[config.mk]
export PLATFORM = sky130hd
export DESIGN_NAME = espmv_queue
export DESIGN_NICKNAME = d
export VERILOG_FILES = /design/src/hdl/espmv_pkg.sv /design/src/hdl/espmv_queue.sv
export SDC_FILE = /design/constraint.sdc
export NUM_CORES = 1
export LEC_CHECK = 0
export ABC_AREA = 1
export ABC_CLOCK_PERIOD_IN_PS = 5590
export BUFFER_PORTS_ARGS = -buffer_cell sky130_fd_sc_hd__buf_2
export CAP_MARGIN = 10
export CORE_MARGIN = 2
export CORE_UTILIZATION = 57
export DETAILED_ROUTE_END_ITERATION = 7
export GPL_TIMING_DRIVEN = 0
export PLACE_DENSITY = 0.88
export SKIP_LAST_GASP = 1
export SYNTH_ARGS = -nofsm -noshare
export SYNTH_HDL_FRONTEND = slang
export SYNTH_SLANG_ARGS = --single-unit
[constraint.sdc]
create_clock -name clk -period 5.59 [get_ports clk]
set_input_delay 1.118 -clock clk [delete_from_list [all_inputs] [get_ports clk]]
set_output_delay 1.118 -clock clk [all_outputs]
set_load 0.05 [all_outputs]
[src/hdl/espmv_pkg.sv]
// Package for the ELLPACK sparse matrix-vector block: function codes,
// queue entry and queue status types. No dependencies.
`default_nettype none

package espmv_pkg;

  localparam logic [1:0] FUNC_WRITE = 2'd0;
  localparam logic [1:0] FUNC_MAC   = 2'd1;
  localparam logic [1:0] FUNC_START = 2'd2;

  localparam int unsigned COL_W   = 10;
  localparam int unsigned VAL_W   = 32;
  localparam int unsigned ROW_W   = 16;
  localparam int unsigned SUM_W   = 64;
  localparam int unsigned Q_DEPTH = 4;

  typedef enum logic {
    OP_MAC,
    OP_START
  } espmv_op_t;

  // Work handed from the front end to the back end
  typedef struct packed {
    espmv_op_t          op;
    logic               last;
    logic signed [31:0] mat;
    logic signed [31:0] vec;
  } espmv_entry_t;

  typedef struct packed {
    logic full;
    logic almost_full;
  } espmv_qstat_t;

endpackage

`default_nettype wire

[src/hdl/espmv_queue.sv]
// Short FIFO between front and back end.
// Depends on espmv_pkg.
`default_nettype none

module espmv_queue (
  input  wire logic                   clk,
  input  wire logic                   rst,
  input  wire logic                   push,
  input  wire espmv_pkg::espmv_entry_t push_entry,
  input  wire logic                   pop,
  output logic                        head_valid,
  output espmv_pkg::espmv_entry_t     head,
  output espmv_pkg::espmv_qstat_t     qstat
);
  import espmv_pkg::*;

  localparam int PW = $clog2(Q_DEPTH);

  espmv_entry_t slots [Q_DEPTH];
  logic [PW-1:0] wr_ptr;
  logic [PW-1:0] rd_ptr;
  logic [PW:0]   count;
  logic          do_push;
  logic          do_pop;

  assign do_push = push && (count != (PW+1)'(Q_DEPTH));
  assign do_pop  = pop && (count != '0);

  always_ff @(posedge clk) begin
    if (do_push) begin
      slots[wr_ptr] <= push_entry;
    end
  end

  always_ff @(posedge clk) begin
    if (rst) begin
      wr_ptr <= '0;
      rd_ptr <= '0;
      count  <= '0;
    end else begin
      if (do_push) wr_ptr <= wr_ptr + 1'b1;
      if (do_pop)  rd_ptr <= rd_ptr + 1'b1;
      count <= count + (PW+1)'(do_push) - (PW+1)'(do_pop);
    end
  end

  assign head_valid        = (count != '0);
  assign head              = slots[rd_ptr];
  assign qstat.full        = (count == (PW+1)'(Q_DEPTH));
  assign qstat.almost_full = (count >= (PW+1)'(Q_DEPTH - 1));

endmodule

`default_nettype wire

; Yosys cells after proc, flatten, opt, wreduce, memory -nomap -nowiden
; Memories as Yosys holds them, arrays and structs flattened. A register that Yosys moved wholly into a read port is not among the register bits.
; Cells that the tools add are included.
[totals]
register_bits = 7
latch_bits = 0
ram_bits = 264
romBits = 0
input_bits = 70
out_inout_bits = 69
wordCells = 18
mem_count = 1
[memory_table]
columns = memory, words, width, rd, rd_ports_with_merged_regs, write_ports, line
row1 = slots, 4, 66, 1, 1, 1, espmv_queue.sv:19  ; espmv_entry_t slots [Q_DEPTH];
[op_classes]
addsub = 4
multipliers = 0
div = 0
order_cmp = 1
n_eq_ne = 2
shift = 0
n_mux = 4
bitwise = 0
n_reduce_logical = 3
[op_table]
columns = op, count
row1 = "adder 2 x 1 -> 2 bit, second input constant", 2
row2 = 2-to-1 mux 2 bit, 2
row3 = adder 3 x 1 -> 3 bit, 1
row4 = "== test 3 bit, second input constant", 1
row5 = ">= comparator 3 x 2 -> 1 bit, second input constant", 1
row6 = "inequality test 3 bit, second input constant", 1
row7 = nonzero test 3 bit, 1
row8 = subtractor 3 x 1 -> 3 bit, 1
row9 = logical AND 1 bit, 2
row10 = 2-to-1 mux 1 bit, 2

; Logic depth before layout (Yosys ltp)
[logic_depth]
depth_word = 4
ltp_mapped = 10

; Worst setup path before layout
; Ideal clock, no wire load.
[synth_timing]
path_type = input to register
startpoint = in push
endpoint = mem slots[0][0] in the netlist's numbering (enable)
setup_ns = 0.490
arrival_time_ns = 3.995
t_required_ns = 5.100
path_slack_ns = 1.105
cell_stages = 2
cell_sequence = nand2_1 -> nor2_1
[synth_via]
elab_chain_len = 3
[synth_lines]
columns = item, line
row1 = start: declaration, espmv_queue.sv:8  ; input wire logic push,
row2 = logical AND 1 bit, espmv_queue.sv:26  ; assign do_push = push && (count != (PW+1)'(Q_DEPTH));
row3 = 2-to-1 mux 1 bit, espmv_queue.sv:30  ; if (do_push) begin
row4 = 2-to-1 mux 1 bit (not written as such), espmv_queue.sv:31  ; slots[wr_ptr] <= push_entry;
row5 = end: declaration, espmv_queue.sv:19
; Every way passes these cells.

==> results.json <==
{
  "outcome": "finished, final reports clean",
  "portBuffers": 138,
  "endpoint_of_the_worst_slack_reg_to_reg_timing_path": "slots[2][2]",
  "vias": 6458,
  "setup.worst_path.end_class": "primary output",
  "clkLatencyLatePin_ps": 520,
  "drive_above_1_share_pct": 33.3,
  "whs_path_depth": 2,
  "detail-route-antenna-nets": 0,
  "chipWidth_um": 142,
  "layout_min_cycle_time_ps": 3540,
  "synth_cells": 702,
  "timing.critical_path.depth": 6,
  "areaGrowthSynthToFinish_pct": 18.0,
  "hold_path_origin": "rd_ptr[0]",
  "power-per-cell-area_mw_per_mm2": 495,
  "net_count_of_the_mapped_netlist": 780,
  "worst_ep_arrival_time_ps": 2420,
  "worst_ir_drop_vdd_mv": 0.370,
  "post-synth-top-area-fraction_pct": 73.0,
  "number_of_hold_buffers_added_after_cts": 0,
  "holdCritPathClass": "reg -> reg",
  "crit_required_ps": 4470,
  "mappedNetlistArea_sq_mm": 0.0109,
  "post_layout_total_power_w": 0.00634,
  "tritoncts_clock_tree": "yes",
  "cts_setup_buffers": 0,
  "drt_pass1_iterations": 5,
  "cts_buffer_depth": 3,
  "grt_antenna_before_repair": 2,
  "worstPathCellList": "buf_6 > inv_6 > clkbuf_1 > o21ai_0 > o22ai_1 > buf_2",
  "wire_length_of_the_first_global_routing_pass_um": 34100,
  "clock_tree.root_cell": "clkbuf_16",
  "global_route.usage.total_pct": 22.2,
  "die_height_um": 142,
  "cts_buffers": 27,
  "timing.final.crit_share_pct": 63.3,
  "syn-mean-instance-area_sq_um": 15.5,
  "maxClockFrequency_ghz": 0.282,
  "max_cap_viol_count": 0,
  "placementRows": 50,
  "ys_ff_latch": 273,
  "area_inside_the_core_boundary_sq_mm": 0.0187,
  "critPathBufInv": 4,
  "routed_wl_um": 22800,
  "synth_sequential_area_ratio_pct": 74.6,
  "layoutNonFillerInstCount": 1132,
  "path_max_fanout": 10,
  "synth_cell_type_count": 25,
  "final_hold_slack_ps": 531,
  "routedWlPerCell_um": 20.1,
  "crit_path_max_incr_delay_ps": 450,
  "rsz0062_at_grt": "no",
  "final_nets": 955,
  "critical_path.slowest_cell": "dfxtp_1",
  "setup.worst_path.class": "reg -> out",
  "yosys_warnings": 0,
  "globalplace.congestion": 0.773,
  "num-fill-cells": 1222,
  "grt_residual_overflow": 0,
  "synth.area.top_cells": "edfxtp_1 73%, o21ai_0 5.5%, o22ai_2 4.6%",
  "final_hold_viol_count": 0,
  "synth_largest_area_cell": "edfxtp_1",
  "path_clk_slew_ps": 60,
  "cts_max_level": 1,
  "number_of_global_route_vias_before_repair": 6544,
  "timing.reg2reg.worst_path_depth": 6,
  "maxSlewHeadroom_pct": 49.7,
  "tightest_slew_ps": 752,
  "fin_skew_ps": 8.45,
  "dp_hpwl_um": 14400,
  "ios": 139,
  "detail_route.iter0.violations": 422,
  "dp.cells": 1082,
  "synth-edff-count": 264,
  "top_ff_cell_synth": "edfxtp_1",
  "critical_path.reg2reg.startpoint": "count[1]",
  "start_util_pct": 58.1,
  "rrSetupSlack_ps": 3160,
  "cp_top_family": "buffers and inverters",
  "die-area_sq_mm": 0.0202,
  "timing.final.max_slew_violations": 0,
  "vias_per_cell": 5.70,
  "worst_setup_path_endpoint": "head[34]",
  "worst_setup_path_start_kind": "flip-flop",
  "route.detailed.drc": 0,
  "setup_violation_total_in_the_final_timing_report": 0,
  "synthMostInstantiatedCell": "edfxtp_1",
  "cts.sinks": 273,
  "post_cts_resized": 0,
  "most_frequent_cells_after_synthesis": "264 x edfxtp_1, 119 x o21ai_0, 100 x nor2_1",
  "synth-async-reset-ratio_pct": 0,
  "maximum_number_of_pins_on_one_net_before_global_route_repair": 30,
  "lkg_pwr_nw": 4.48
}
layer usage:
layer	vias up	global-route usage (%)	part of all wire, %
li1	2990	-	-
met2	251	39.1	51
met1	3159	27.7	39
met5	-	0	0.066
met4	2	7.84	2.8
met3	56	4.31	7.4
through the flow:
step                      TNS (ps)  setup slack [ps]  utilization [%]  area, sq um
after floorplan                  0              1100                -        10900
after global placement     -276050             -1150             63.3        11800
after detailed placement         0              2580             64.4        12000
after CTS                        0              2040             68.5        12800
after global routing             0              1910             68.5        12800
final                            0              2050             68.5        12800
power breakdown:
part | total (W) | switching [W] | internal [W]
Sequential | 0.00253 | 0.0000638 | 0.00247
Clock | 0.00158 | 0.000698 | 0.000881
Combinational | 0.00223 | 0.00167 | 0.000560
worst min-delay path by stage:
stage | endpoint | slack, ps
2_1_floorplan | flip-flop | 450
3_3_place_gp | rd_ptr[0] | 460
3_5_place_dp | rd_ptr[0] | 500
4_1_cts | rd_ptr[0] | 520
5_1_grt | rd_ptr[0] | 550
6_report | rd_ptr[0] | 530
cell families after synthesis:
| group | synth area share (%) |
|---|---|
| flip-flops | 74.6 |
| AO/OA/AOI/OAI | 12.6 |
| AND/OR/NAND/NOR | 8.37 |
| buffers and inverters | 3.32 |
| adder cells (fa/ha/maj) | 0.990 |
| XOR/XNOR | 0.0806 |
registers in the layout (all words and copies together), names as in the netlist, named ones only:
register and count:
count 3, slots 264, rd_ptr 2, wr_ptr 2
worst register-to-register path: cells and delay by family, from the launching register on:
family	cells	cell delay, ps
AND/OR/NAND/NOR	4	1210
buffers and inverters	2	510
flip-flops	1	410
layout by cell type, fill, tap and decap left out, types with 5 or more instances in the layout:
cell type	n
o21ai_1	10
nor2_2	5
clkinv_1	8
clkbuf_16	27
o22ai_2	40
buf_12	12
o21ai_0	119
o22ai_1	26
clkinv_2	6
dfxtp_1	9
edfxtp_1	264
nor2_1	96
nor2_4	44
ha_1	7
buf_2	150
inv_1	14
nand2_1	10
clkbuf_1	25
area by class of cell:
type | instances | area [sq um] | share of cell area [%]
timing repair buffer | 146 | 858 | 6.69
clock buffer | 32 | 694 | 5.42
multi-input combinational | 371 | 2430 | 18.9
clock inverter | 16 | 76.3 | 0.595
inverter | 16 | 65.1 | 0.507
sequential | 273 | 8110 | 63.2
tap | 234 | 293 | 2.28
buffer | 42 | 295 | 2.30
antenna | 2 | 5.00 | 0.0390
(Power assumes the default switching activity.)
