File: src/hdl/espmv_pkg.sv
// Package for the ELLPACK sparse matrix-vector block: function codes,
// queue entry and queue status types. No dependencies.
`default_nettype none

package espmv_pkg;

  localparam logic [1:0] FUNC_WRITE = 2'd0;
  localparam logic [1:0] FUNC_MAC   = 2'd1;
  localparam logic [1:0] FUNC_START = 2'd2;

  localparam int unsigned COL_W   = 10;
  localparam int unsigned VAL_W   = 32;
  localparam int unsigned ROW_W   = 16;
  localparam int unsigned SUM_W   = 64;
  localparam int unsigned Q_DEPTH = 4;

  typedef enum logic {
    OP_MAC,
    OP_START
  } espmv_op_t;

  // Work handed from the front end to the back end
  typedef struct packed {
    espmv_op_t          op;
    logic               last;
    logic signed [31:0] mat;
    logic signed [31:0] vec;
  } espmv_entry_t;

  typedef struct packed {
    logic full;
    logic almost_full;
  } espmv_qstat_t;

endpackage

`default_nettype wire

File: src/hdl/espmv_back.sv
// Back end: multiply stage, saturating row accumulator, row counter and
// output register. Depends on espmv_pkg.
`default_nettype none

module espmv_back (
  input  wire logic                    clk,
  input  wire logic                    rst,
  input  wire logic                    head_valid,
  input  wire espmv_pkg::espmv_entry_t head,
  output logic                         pop,
  output logic                         out_valid,
  input  wire logic                    out_ready,
  output logic [15:0]                  row_index,
  output logic signed [63:0]           row_sum
);
  import espmv_pkg::*;

  logic               p_valid;
  espmv_op_t          p_op;
  logic               p_last;
  logic signed [63:0] p_prod;
  logic signed [63:0] prod_c;

  logic signed [63:0] acc;
  logic [15:0]        row_cnt;
  logic signed [64:0] sum_wide;
  logic signed [63:0] sum_sat;
  logic               ovf;

  logic acc_go;
  logic p_load;

  assign prod_c = head.mat * head.vec;

  // a row end must wait for the output register to free up
  assign acc_go = p_valid && !(p_op == OP_MAC && p_last && out_valid && !out_ready);
  assign p_load = !p_valid || acc_go;
  assign pop    = head_valid && p_load;

  assign sum_wide = {acc[63], acc} + {p_prod[63], p_prod};
  assign ovf      = (acc[63] == p_prod[63]) && (sum_wide[63] != acc[63]);
  assign sum_sat  = !ovf ? sum_wide[63:0] :
                    (p_prod[63] ? {1'b1, 63'd0} : {1'b0, {63{1'b1}}});

  always_ff @(posedge clk) begin
    if (rst) begin
      p_valid <= 1'b0;
    end else if (p_load) begin
      p_valid <= head_valid;
    end
    if (p_load) begin
      p_op   <= head.op;
      p_last <= head.last;
      p_prod <= prod_c;
    end
  end

  always_ff @(posedge clk) begin
    if (rst) begin
      acc       <= '0;
      row_cnt   <= '0;
      out_valid <= 1'b0;
    end else begin
      if (out_valid && out_ready) out_valid <= 1'b0;
      if (acc_go) begin
        unique case (p_op)
          OP_START: begin
            acc     <= '0;
            row_cnt <= '0;
          end
          OP_MAC: begin
            if (p_last) begin
              out_valid <= 1'b1;
              acc       <= '0;
              row_cnt   <= row_cnt + 16'd1;
            end else begin
              acc <= sum_sat;
            end
          end
          default: acc <= acc;
        endcase
      end
    end
  end

  always_ff @(posedge clk) begin
    if (acc_go && p_op == OP_MAC && p_last) begin
      row_index <= row_cnt;
      row_sum   <= sum_sat;
    end
  end

endmodule

`default_nettype wire

File: config.mk
export PLATFORM = sky130hd
export DESIGN_NAME = espmv_back
export DESIGN_NICKNAME = d
export VERILOG_FILES = /design/src/hdl/espmv_pkg.sv /design/src/hdl/espmv_back.sv
export SDC_FILE = /design/constraint.sdc
export NUM_CORES = 2
export LEC_CHECK = 0
export ABC_AREA = 0
export BUFFER_PORTS_ARGS = -buffer_cell sky130_fd_sc_hd__buf_2
export CAP_MARGIN = 5
export CORE_MARGIN = 1.5
export CORE_UTILIZATION = 30
export DETAILED_ROUTE_END_ITERATION = 8
export PLACE_DENSITY = 0.41
export SYNTH_ARGS = -nofsm -noshare
export SYNTH_HDL_FRONTEND = slang
export SYNTH_SLANG_ARGS = --single-unit
File: constraint.sdc
create_clock -name clk -period 10.4 [get_ports clk]
set_input_delay 0.52 -clock clk [delete_from_list [all_inputs] [get_ports clk]]
set_output_delay 0.52 -clock clk [all_outputs]
set_load 0.01 [all_outputs]
---- Word-level counts from Yosys, hierarchy flattened ----
Cells that the tools add are included.
word-level totals
  register bits ........................... 228
  bits in latches ......................... 0
  RAM bits ................................ 0
  bits in read-only memories .............. 0
  bits of input ports ..................... 70
  memories ................................ 0
cells by class
  add/subtract/negate cells ............... 2
  multiply operators ...................... 1
  divide/modulo/power cells ............... 0
  $lt $le $gt $ge ......................... 0
  equality and inequality tests ........... 3
  shift operators ......................... 0
  mux-type cells .......................... 10
  bitwise gates (word level) .............. 1
  reduce and logical (&&, ||, !) cells .... 14
operators with widths
  kind                                           count
  two-way mux 64 bit                             3
  one-hot mux 64 bit (2 select lines)            1
  adder 64 bit                                   1
  multiplier 32 x 32 -> 64 bit                   1
  one-hot mux 16 bit (2 select lines)            1
  adder 16 x 1 -> 16 bit, second input constant  1
  two-way mux 16 bit                             1
  logical AND 1 bit                              9
  two-way mux 1 bit                              4
  logical NOT 1 bit                              3
  inequality test 2 bit, second input constant   1
  AND reduction 2 bit                            1
  equality test 1 bit                            1
  logical OR 1 bit                               1
  inequality test 1 bit                          1
  NOT 1 bit                                      1

---- Longest topological paths before layout ----
  word-level depth ........................ 8
  depth in mapped cells ................... 30
  mapped depth without buffers ............ 29

---- Worst setup path before layout ----
No wires, ideal clock.
  kind .................................... in2reg
  start point ............................. input head[63] in the netlist's numbering
  end point ............................... register p_prod[62], data pin
  setup time .............................. 0.258 ns
  arrival ................................. 7.828 ns
  slack ................................... 2.314 ns
  stages .................................. 28
  buffers on the path ..................... 1
  cell sequence ........................... clkbuf_1 > nand2_1 > inv_1 > fa_1 > inv_1 > fa_1 > fa_1 > inv_1 > fa_1 > inv_1 > fa_1 > inv_1 > fa_1 > inv_1 > fa_1 > inv_1 > fa_1 > ha_1 > a21o_1 > a21o_1 > a21oi_1 > o21ai_0 > a21o_1 > a21oi_1 > o211ai_1 > a221o_1 > a21oi_1 > xnor2_1
on the way
  word-level cells in the longest chain between the ends .. 1
RTL lines
  item                          line              source
  from (decl)                   espmv_back.sv:9   input wire espmv_pkg::espmv_entry_t head,
  multiplier 32 x 32 -> 64 bit  espmv_back.sv:33  assign prod_c = head.mat * head.vec;
  via prod_c[62]                espmv_back.sv:22  logic signed [63:0] prod_c;
  to (signal assigned)          espmv_back.sv:54  p_prod <= prod_c;
  to (decl)                     espmv_back.sv:21  logic signed [63:0] p_prod;
The timed path passes the listed nets, and every way through them passes these cells.
A chain may end at the register's enable or synchronous reset.

---- Worst setup path in the final report ----
  start point ............................. input head[51] in the netlist's numbering
  end point ............................... register p_prod[63], data pin
Same word-level chain as after synthesis.

==> results.sh <==
export IMPL_drc_errors=0
export IMPL_cts_resized=0
export IMPL_drtIter0Drc=2021
export IMPL_start_util_pct=30.30
export IMPL_yosys_warnings=0
export IMPL_r2r_end="row_sum[54]"
export IMPL_required_ns=10.68
export IMPL_final_core_util_pct=32.47
export IMPL_cp_startpoint="head[51]"
export IMPL_hold_class="input pin to flop"
export IMPL_drv_cap=0
export IMPL_via_count=33680
export IMPL_start_kind="input pin"
export IMPL_path_common_cell="fa_1"
export IMPL_synth_cell_types=79
export IMPL_synth_nets=6470
export IMPL_worst_pin_slew_ns=0.9735
export IMPL_port_buffers=151
export IMPL_crit_chain="buf_2 > and2_1 > fa_1 > fa_1 > inv_1 > fa_1 > fa_1 > inv_1 > fa_1 > fa_1 > fa_1 > fa_1 > ha_1 > a21oi_2 > o221ai_1 > a221oi_1 > nand2_1 > o21ai_0 > o21a_1 > nor3_1 > o311ai_0 > a21oi_1 > xnor2_1"
export IMPL_grt_pass1_wl_um=233900
export IMPL_coreArea_um2=158700
export IMPL_hold_buffers=0
export IMPL_drt_pass1_iterations=5
export IMPL_grt_pass1_vias=36990
export IMPL_routed_wl_um=149600
export IMPL_clock_sinks=228
export IMPL_stdcell_area_um2=51540
export IMPL_synthArstFlopShare_pct=0
export IMPL_ys_seq_area_share_pct=12.53
export IMPL_worstRegToRegCells=18
export IMPL_die_h_um=403.4
export IMPL_clk_path_buf_depth=3
export IMPL_synth_area_um2=48110
export IMPL_ff2ff_setup_slack_ns=4.04
export IMPL_wl_per_cell_um=21.06
export IMPL_overflow=0
export IMPL_rows=146
export IMPL_antenna_found_initial=10
export IMPL_grt_usage_pct=18.72
export IMPL_post_cts_buffers=0
export IMPL_area_growth_synth_to_final_pct=7.137
export IMPL_path_clk_slew_ns=0.07
export IMPL_final_setup_tns_ns=0
export IMPL_synthFlopType="edfxtp_1"
export IMPL_reg2reg_from="p_prod[1]"
export IMPL_ant_nets=0
export IMPL_clock_fmax_ghz=0.1211
export IMPL_post_place_ws_ns=1.504
export IMPL_finalSetupViolations=0
export IMPL_slew_headroom_pct=34.86
export IMPL_arrival_ns=8.54
export IMPL_setup_worst_path_end="p_prod[63]"
export IMPL_skew_ns=0.02562
export IMPL_mostFrequentLayoutCell="fa_1"
export IMPL_hpwl_um=120800
export IMPL_avgSynthCellArea_um2=9.492
export IMPL_dpl_cell_area_um2=50760
export IMPL_cp_max_fo=32
export IMPL_status="finished, final reports clean"
export IMPL_nets=6416
export IMPL_synth_edf_count=146
export IMPL_critPathCaptureType="flop"
export IMPL_drive_gt1_share_pct=5.426
export IMPL_n_fill_cell=16550
export IMPL_hold_viol=0
export IMPL_max_stage_delay_ns=0.68
export IMPL_grt_max_degree=65
export IMPL_fin_ws_ns=2.142
export IMPL_fin_crit_ns=8.258
export IMPL_routed_via_density=4.741
export IMPL_slew_viol_final=0
export IMPL_final_cell_mix="1084 x fa_1, 991 x inv_1, 625 x nand2_1"
export IMPL_cts_root_buffer="clkbuf_16"
export IMPL_cts_tree="done"
export IMPL_clk_latency_ns=0.56
export IMPL_synth_seq_cells=228
export IMPL_fin_crit_sh_pct=79.40
export IMPL_numCtsBuffers=23
export IMPL_gp_congestion=0.8507
export IMPL_rsz0062_at_grt="no"
export IMPL_htreeDepth=1
export IMPL_ios=152
export IMPL_die_area_um2=162800
export IMPL_dieWidth_um=403.4
export IMPL_synthCells=5068
export IMPL_crit_slowest_cell="buf_2"
export IMPL_critical_path_class="input pin to flop"
[final cells by class]
class                           count  area, µm²  area share [%]
Clock inverter                     18      193.9          0.3763
Antenna cell                        1      2.502        0.004855
Timing Repair Buffer              192       1064           2.063
Inverter                          992       3726           7.229
Clock buffer                       24      579.3           1.124
Multi-Input combinational cell   3577      37360           72.48
Tap cell                         2072       2592           5.030
Sequential cell                   228       6026           11.69
[kinds of logic after synthesis]
logic type	Yosys count	synth area share, %
compound gates	590	8.068
xor+xnor	125	2.276
fa+ha+maj	1332	51.56
buf+inv	1263	9.888
flops	228	12.53
mux	12	0.2549
simple gates	1518	15.43
[synthesized netlist by cell type (10+ instances only)]
cell type  number  share of area (%)
a211oi_1       18               0.28
a21o_1         81                1.3
a21oi_1       191                2.0
a22oi_1        15               0.23
a311oi_1       11               0.20
a31oi_1        14               0.18
and2_1        522                6.8
and3_1         14               0.18
clkbuf_1      260                2.0
dfxtp_1        82                3.4
edfxtp_1      146                9.1
fa_1         1084                 45
ha_1          248                6.5
inv_1         992                7.7
mux2i_1        10               0.21
nand2_1       626                4.9
nand2b_1       34               0.44
nand3_1        42               0.44
nand4_1        31               0.40
nor2_1        186                1.5
nor3_1         20               0.21
o211ai_1       10               0.16
o21a_1         29               0.45
o21ai_0       103                1.1
o21bai_1       23               0.36
xnor2_1        88                1.6
xor2_1         37               0.67
[per-stage QoR]
step                      hold slack, ns  instances
after global routing              0.1162       7103
after global placement            0.4396       7061
after floorplan                   0.4239       5068
after detailed placement          0.4493       7061
after CTS                         0.1067       7103
final                             0.1382       7104
[critical path: cells and delay by family]
family | cells | cell delay, ns
adders and majority gates | 9 | 4.54
and+or+nand+nor | 3 | 0.43
xor gates and xnor gates | 1 | 0.16
buffers and inverters | 3 | 0.81
AOI/OAI and AO/OA | 7 | 2.08
[flip-flops by register name (all words and copies together), names as in the netlist]
name and cells:
acc 64, out_valid 1, p_last 1, p_op 1, p_prod 64, p_valid 1
row_cnt 16, row_index 16, row_sum 64
[worst min-delay path by stage]
| stage | end | startpoint | cells after the start | slack [ns] |
|---|---|---|---|---|
| final | p_op | head[65] | 1 | 0.14 |
| after global routing | p_op | head[65] | 1 | 0.12 |
| after CTS | p_op | head[65] | 1 | 0.11 |
| after detailed placement | acc[45] | acc[45] | 2 | 0.45 |
| after global placement | acc[42] | acc[42] | 2 | 0.44 |
| after floorplan | acc[57] | acc[57] | 2 | 0.42 |
[layer usage]
| metal | track usage, % | wire length [µm] | share of wire [%] |
|---|---|---|---|
| met5 | 0 | 74 | 0.049 |
| met4 | 1.741 | 1142 | 0.76 |
| met3 | 1.543 | 5569 | 3.7 |
| met2 | 29.36 | 65690 | 44 |
| met1 | 28.92 | 77110 | 52 |
Power is not shown: default switching activity piles up to over one toggle a cycle in this logic, so the estimate is an artifact.
